### config.mk
export PLATFORM = sky130hd
export DESIGN_NAME = seir_ram
export DESIGN_NICKNAME = d
export VERILOG_FILES = /design/src/rtl/core/seir_ram.sv
export SDC_FILE = /design/constraint.sdc
export NUM_CORES = 1
export LEC_CHECK = 0
export ABC_AREA = 1
export BUFFER_PORTS_ARGS = -buffer_cell sky130_fd_sc_hd__buf_2
export CAP_MARGIN = 20
export CORE_AREA = 2 2 259 261
export CTS_CLUSTER_SIZE = 10
export DETAILED_ROUTE_END_ITERATION = 16
export DIE_AREA = 0 0 261 263
export PLACE_DENSITY_LB_ADDON = 0.2
export RECOVER_POWER = 50
export SLEW_MARGIN = 20
export SYNTH_ARGS = -nofsm -noshare
export SYNTH_HDL_FRONTEND = slang
export SYNTH_SLANG_ARGS = --single-unit
### constraint.sdc
create_clock -name clk -period 4.9 [get_ports clk]
set_input_delay 0.49 -clock clk [delete_from_list [all_inputs] [get_ports clk]]
set_output_delay 0.49 -clock clk [all_outputs]
set_load 0.05 [all_outputs]
### src/rtl/core/seir_ram.sv
// seir_ram: generic single-write, single-read synchronous RAM with a
// registered read port. No dependencies.
`timescale 1ns / 1ps

module seir_ram #(
	parameter int WIDTH = 48,
	parameter int DEPTH = 14
) (
	input  logic                     clk,
	input  logic                     we,
	input  logic [$clog2(DEPTH)-1:0] waddr,
	input  logic [WIDTH-1:0]         wdata,
	input  logic                     re,
	input  logic [$clog2(DEPTH)-1:0] raddr,
	output logic [WIDTH-1:0]         rdata
);

	logic [WIDTH-1:0] mem [DEPTH];

	always_ff @(posedge clk) begin
		if (we) begin
			mem[waddr] <= wdata;
		end
		if (re) begin
			rdata <= mem[raddr];
		end
	end

endmodule
[Yosys cells after proc, flatten, opt, wreduce, memory -nomap -nowiden]
Memory sizes are Yosys's and may differ from the RTL's. A register that Yosys moved wholly into a read port is not among the register bits.
Cells that the tools add are included.
Operators by class
  multiplexer cells: 2
Operators with widths (count)
  2-to-1 mux 1 bit: 2
Storage, ports and cells
  bits of input ports: 59
  bits in writable memories: 672
  output and inout bits: 48
  memories kept: 1
  register bits after elaboration: 0
Memory list
  mem: words 14, width 48, read ports 1, clocked after Yosys merged registers in 1, wr ports 1, line 18  | logic [WIDTH-1:0] mem [DEPTH];

[Depth between registers and ports, before layout]
Gate-level depths: netlist of the first run.
  word-level depth: 2
  mapped depth: 10
  depth with buffers taken out: 7

[Worst setup path before layout of the first run]
No wires, ideal clock.
  path kind: input port to flip-flop
  start point: in waddr[2]
  end point: mem mem[4][0], enable pin
  data arrival time: 2712 ps
  path slack: 1735 ps
  stages on the path: 4
  buffers on the path: 0
  cell sequence: inv_1 -> nor2_1 -> nand2_1 -> nor2_1
RTL lines
  start, declared: line 11  | input logic [$clog2(DEPTH)-1:0] waddr,
  end, declared: line 18
No word-level cell before the write port.

[Worst setup path after layout of the first run]
  start point: in waddr[2]
  end point: mem mem[4][42], enable pin
No word-level cell before the write port.

==> results of run 1 <==
-- cell families (layout without fill, tap and decap cells) --
group	Yosys count	count (layout)
flip-flops	720	720
AO/OA/AOI/OAI	92	92
buffers and inverters	432	541
other	0	1
AND/OR/NAND/NOR	1349	1349
-- worst reg2reg max path, cell delays in order, from the launching register on --
cell and delay (ps):
edfxtp_1 360, inv_1 60, nand2_1 50, nand3_1 120, nand3_1 130, nand3_1 140
nand2_1 50
-- path summary, 6_finish.rpt --
| path | startpoint | endpoint | slack, ps | cells after the start |
|---|---|---|---|---|
| worst max-delay path | waddr[2] | mem[4][42]$_DFFE_PP_ | 2000 | 7 |
| worst min-delay path | wdata[5] | mem[12][5]$_DFFE_PP_ | 330 | 1 |
| worst max register to register | mem[4][43]$_DFFE_PP_ | rdata[43]$_DFFE_PP_ | 3730 | 6 |
| worst min register to register | mem[12][34]$_DFFE_PP_ | rdata[34]$_DFFE_PP_ | 650 | 4 |
-- layer usage --
layer,share of wire,vias to the layer above,global-route usage
met1,0.45,9018,0.298
met3,0.060,113,0.0340
met5,0.00065,-,0
met4,0.019,8,0.0600
li1,-,8774,-
met2,0.47,551,0.336
-- cell usage in the layout (no fill, tap or decap), types with 4 or more instances in the layout --
master     netlist  routed
clkbuf_16        0      84
nand2_1        968     968
a21oi_1         69      69
o21ai_1         15      15
nor2_1          16       7
inv_6            0       4
nor2_4           0       9
nand3_1        365     365
buf_2           89      53
o21ai_0          8       8
buf_4           16      35
edfxtp_1       720     720
clkbuf_1        14      56
inv_1          292     291
buf_12           0       4
-- report_power, final --
part / internal [mW] / total [mW] / switching, mW
clock: 3.15 / 5.43 / 2.28
sequential: 6.95 / 6.99 / 0.0418
combinational: 0.196 / 0.842 / 0.646
-- cell type report --
type | count | area, µm²
Antenna cell | 1 | 2.50
Tap cell | 864 | 1080
Clock buffer | 89 | 2120
Timing Repair Buffer | 147 | 880
Clock inverter | 10 | 135
Multi-Input combinational cell | 1441 | 6050
Inverter | 295 | 1120
Sequential cell | 720 | 21600
Fill cell | 5714 | 32600
-- state kept, by name, indices dropped and copies added, names as in the netlist --
register / count
mem: 672
rdata: 48
-- stage by stage --
stage / worst slack [ps] / hold slack, ps / instance area [µm²] / utilization
detailed placement: 1850 / 644 / 30900 / 0.470
finish: 2000 / 331 / 33000 / 0.503
global placement: 1900 / 650 / 30800 / 0.469
CTS: 2520 / 183 / 33100 / 0.505
global route: 1850 / 340 / 33000 / 0.503
floorplan: 1730 / 589 / 29400 / -
==> impl_metrics.csv, run 1 <==
group,metric,value,unit
detailed_routing,drc,0,
worst_setup_path,arrival,3170,ps
worst_setup_path,crit_top_cell,"nor2_1",
detailed_routing,viasPerCell,5.18,
worst_setup_path,cpPeakStageDelay,1630,ps
synth,synth_nets,2652,
timing,setup_violations,0,
synth,yosys.area_share.simple,0.188,
floorplanning,die-area,0.0686,mm²
detailed_routing,antenna_left,0,
synth,synthMostInstantiatedCell,"nand2_1",
placed_design,place_hpwl,35400,µm
synth,synthCells,2593,
floorplanning,fp.dieW,261,µm
synth,synth_edf_count,720,
worst_setup_path,end_kind,"register",
layout,finalNetCount,2747,
grt,grt_pass1_wl,108000,µm
synth,synthXorXnorAreaFrac,0,
worst_setup_path,crit_family,"simple AND/OR/NAND/NOR gates",
synth,synth_area_leaders,"edfxtp_1 (74%), nand2_1 (12%), nand3_1 (6.2%)",
clock_network,clock-root-buffer,"clkbuf_16",
timing,post-route-period-util,0.592,
worst_setup_path,crit_fanout,16,
detailed_routing,drt_iter0_drc,1577,
synth,syn_area,0.0294,mm²
timing,finClkSkew,27.3,ps
detailed_routing,routedWlPerCell,20.2,µm
timing,fin_crit,2900,ps
clock_network,post_cts_buffers,0,
timing,hold_viol,0,
timing,max_slew.worst_pin.slew,2230,ps
synth,synth.top_cell.area_share,0.735,
clock_network,cts_hold_buf,0,
clock_network,cts_buffers,83,
clock_network,cts_tree,"yes",
worst_setup_path,crit_type,"in -> reg",
timing,rsz0062_at_grt,"no",
timing,maxSlewViolCount,91,
floorplanning,initial_utilization,0.448,
synth,ys.warnings.count,0,
synth,synth_top_family_by_area,"simple AND/OR/NAND/NOR gates",
floorplanning,core_area,0.0656,mm²
flow_run,drv_cap,5,
clock_network,clockBufferDepth,3,
clock_network,clkTransAtPathRegs,50,ps
placed_design,portBuffers,106,
worst_setup_path,crit_path_cell_trace,"clkbuf_1 > inv_1 > nor2_1 > nand2_1 > nor2_1 > buf_16 > buf_4",
detailed_routing,first_pass_iters,7,
placed_design,dp.cells,3467,
synth,synth-seq-cells,720,
layout,final_cells,3567,
power_and_ir_drop,ir_worst_vdd,0.000349,V
synth,syn_area_per_cell,11.3,µm²
outcome,status,"finished, violations left",
synth,synth_top_area_cell,"edfxtp_1",
synth,synthMuxAreaShare,0,
clock_network,cts_max_level,3,
worst_setup_path,required,5170,ps
clock_network,cts-resized-gates,0,
worst_hold_path,hold_path_class,"in -> reg",
worst_setup_path,crit_slowest_cell,"nor2_1",
power_and_ir_drop,finalPower,13.3,mW
grt,grt_start_max_net_pins,158,
clock_network,clock_sinks,720,
timing,setup_tns,0,ps
power_and_ir_drop,p_leak,13.1,nW
synth,yosys-top-cells-count,"nand2_1 (968), edfxtp_1 (720), nand3_1 (365)",
timing,relSlewSlack,-0.485,
detailed_routing,wl,72000,µm
floorplanning,rows,94,
grt,grt_usage,0.210,
clock_network,clk_latency,620,ps
synth,netlist-cell-type-count,15,
worst_setup_path,worst-path-buf-inv,4,
grt,grt_pass1_vias,18000,
synth,synth_compound_area_frac,0.0157,
timing,max_freq,345,MHz
grt,antenna_found_initial,5,
power_and_ir_drop,p_per_area,402,mW/mm²
floorplanning,io_pins,107,
synth,ys.flop_type,"edfxtp_1",
grt,grt_overflow_total,0,
layout,drive_gt1_frac,0.0744,
worst_setup_path,critPathLaunchType,"input pin",
layout,area_growth,12.2,%
synth,async_flop_share,0,
placed_design,place.gp.congestion,0.776,
floorplanning,die_h,263,µm
detailed_routing,via_count,18500,
synth,yosysSeqAreaShare,0.735,
synth,yosys.area_share.adder,0,
outcome,failed_checks,"max-capacitance violations, max-slew violations",
No activity file was read; power rests on OpenSTA's default activity.
==> run 2: changes to the inputs <==
==> constraint.sdc (replaced) <==
create_clock -name clk -period 3 [get_ports clk]
set_input_delay 0.3 -clock clk [delete_from_list [all_inputs] [get_ports clk]]
set_output_delay 0.3 -clock clk [all_outputs]
set_load 0.05 [all_outputs]
==> impl_metrics.csv, run 2 (synthesis results as in run 1) <==
group,metric,value,unit
outcome,status,"finished, violations left",
outcome,failed_checks,"max-capacitance violations, max-slew violations",
grt,antenna_found_initial,5,
clock_network,clk_latency,610,ps
timing,rsz0062_at_grt,"no",
detailed_routing,drt_iter0_drc,1571,
detailed_routing,first_pass_iters,6,
detailed_routing,wl,71000,µm
power_and_ir_drop,swShare,0.222,
layout,drive_gt1_frac,0.0734,
grt,grt_pass1_wl,108000,µm
detailed_routing,viasPerCell,5.17,
detailed_routing,via_count,18400,
detailed_routing,antenna_left,0,
timing,setup_violations,0,
worst_setup_path,rrSetupSlack,1810,ps
layout,regMostFlops,"mem",
clock_network,clock-root-buffer,"clkbuf_16",
power_and_ir_drop,p_per_area,645,mW/mm²
floorplanning,initial_utilization,0.448,
layout,final_common_cell,"nand2_1",
worst_setup_path,worst-path-buf-inv,2,
grt,grt_start_max_net_pins,193,
worst_setup_path,crit_path_cell_trace,"buf_2 > nor2_1 > nand2_1 > nor2_4 > clkbuf_2",
clock_network,cts_buffers,83,
floorplanning,io_pins,107,
grt,grt_overflow_total,0,
worst_setup_path,critPathLaunch,"waddr[3]",
timing,setup_tns,0,ps
power_and_ir_drop,p_leak,13.1,nW
placed_design,portBuffers,106,
clock_network,clkTransAtPathRegs,50,ps
placed_design,dp.cells,3463,
grt,grt_usage,0.208,
power_and_ir_drop,ir_worst_vdd,0.000359,V
flow_run,drv_cap,3,
detailed_routing,drc,0,
timing,hold_viol,0,
timing,finClkSkew,14.0,ps
placed_design,place_hpwl,32600,µm
worst_setup_path,endpoint,"mem[3][41]$_DFFE_PP_",
floorplanning,die-area,0.0686,mm²
floorplanning,fp.dieW,261,µm
worst_setup_path,rr_worst_depth,6,
worst_setup_path,regToRegEndpoint,"rdata[11]$_DFFE_PP_",
worst_setup_path,required,3180,ps
layout,final_cells,3564,
grt,grt_pass1_vias,17900,
floorplanning,rows,94,
floorplanning,core_area,0.0656,mm²
power_and_ir_drop,clkPwrFrac,0.401,
worst_setup_path,worst-path-stages,5,
layout,top_regs,"mem (672), rdata (48)",
worst_setup_path,crit_fanout,48,
power_and_ir_drop,intPower,16.7,mW
timing,post-route-period-util,0.728,
placed_design,place.gp.congestion,0.733,
clock_network,cts_tree,"yes",
timing,maxSlewViolCount,147,
layout,layout_common_cells,"nand2_1 (968), edfxtp_1 (720), nand3_1 (365), inv_1 (291), clkbuf_16 (84)",
timing,max_freq,458,MHz
clock_network,clock_sinks,720,
layout,largest_reg_flops,672,
layout,area_growth,12.8,%
power_and_ir_drop,power_switching,4.74,mW
timing,fin_crit,2180,ps
worst_setup_path,crit_family,"buffers and inverters",
clock_network,clockBufferDepth,3,
floorplanning,die_h,263,µm
clock_network,cts-resized-gates,0,
timing,max_slew.worst_pin.slew,2010,ps
layout,finalNetCount,2743,
worst_setup_path,crit_type,"in -> reg",
power_and_ir_drop,p_comb_frac,0.065,
power_and_ir_drop,seq_power_share,0.534,
detailed_routing,routedWlPerCell,19.9,µm
worst_setup_path,crit_slowest_cell,"clkbuf_2",
clock_network,cts_hold_buf,0,
worst_setup_path,arrival,2360,ps
worst_setup_path,cpPeakStageDelay,1450,ps
worst_setup_path,end_kind,"register",
worst_hold_path,hold_path_class,"in -> reg",
worst_setup_path,rr_startpoint,"mem[10][11]$_DFFE_PP_",
timing,relSlewSlack,-0.339,
clock_network,cts_max_level,3,
clock_network,post_cts_buffers,0,
worst_setup_path,critPathLaunchType,"input pin",
==> run 2: cell types whose count changed in the layout (fill, tap and decap cells not counted) <==
cell       delta
nor2_1        -5
inv_16        -1
inv_6         -2
clkinv_4      +1
clkinv_2      -1
bufinv_16     -2
buf_16        -2
clkbuf_1      +4
diode_2       +1
nor2_4        +5
clkbuf_2      +3
buf_12       +22
buf_4        -26
==> run 2: worst min-delay path by stage <==
stage | endpoint | cells after the start | from | slack, ps
after floorplan | mem[0][0]$_DFFE_PP_ | 0 | wdata[0] | 400
after global placement | rdata[17]$_DFFE_PP_ | 4 | mem[12][17]$_DFFE_PP_ | 650
after detailed placement | rdata[17]$_DFFE_PP_ | 4 | mem[12][17]$_DFFE_PP_ | 640
after CTS | mem[8][21]$_DFFE_PP_ | 1 | wdata[21] | 10
after global routing | mem[0][47]$_DFFE_PP_ | 1 | wdata[47] | 170
final | mem[8][21]$_DFFE_PP_ | 1 | wdata[21] | 150
==> run 2: power by group through the flow <==
stage          Sequential [mW]  Combinational, mW  Clock (mW)
4_1_cts                   11.4               1.43        8.76
5_1_grt                   11.4               1.55        9.17
2_1_floorplan             11.8              0.702           0
3_3_place_gp              11.6               1.40           0
6_report                  11.4               1.40        8.58
3_5_place_dp              11.6               1.43           0
==> run 2: area by class of cell <==
| cell class | instances | area (µm²) |
|---|---|---|
| multi-input combinational | 1441 | 6090 |
| fill | 5747 | 32400 |
| antenna | 2 | 5.00 |
| timing repair buffer | 143 | 1080 |
| clock inverter | 5 | 41.3 |
| inverter | 295 | 1120 |
| clock buffer | 94 | 2140 |
| tap | 864 | 1080 |
| sequential | 720 | 21600 |
==> run 2: metal layers <==
layer,part of all wire,global-route usage
met5,0.00080,0
met1,0.45,0.293
met3,0.053,0.0324
met4,0.018,0.0548
met2,0.48,0.339
==> run 2: through the flow <==
step	utilization	hold WS, ps	worst slack [ps]	area [µm²]	power [mW]
floorplan	-	399	24.8	29400	12.5
finish	0.506	145	815	33200	21.4
CTS	0.507	13.3	1290	33300	21.6
global placement	0.474	645	677	31100	13.0
detailed placement	0.474	639	659	31100	13.0
global route	0.505	172	704	33200	22.2
==> run 2: worst register-to-register path: cells and delay by family (launching register included) <==
kind,cells,cell delay [ps]
compound gates,1,230
flops,1,350
simple gates,5,340
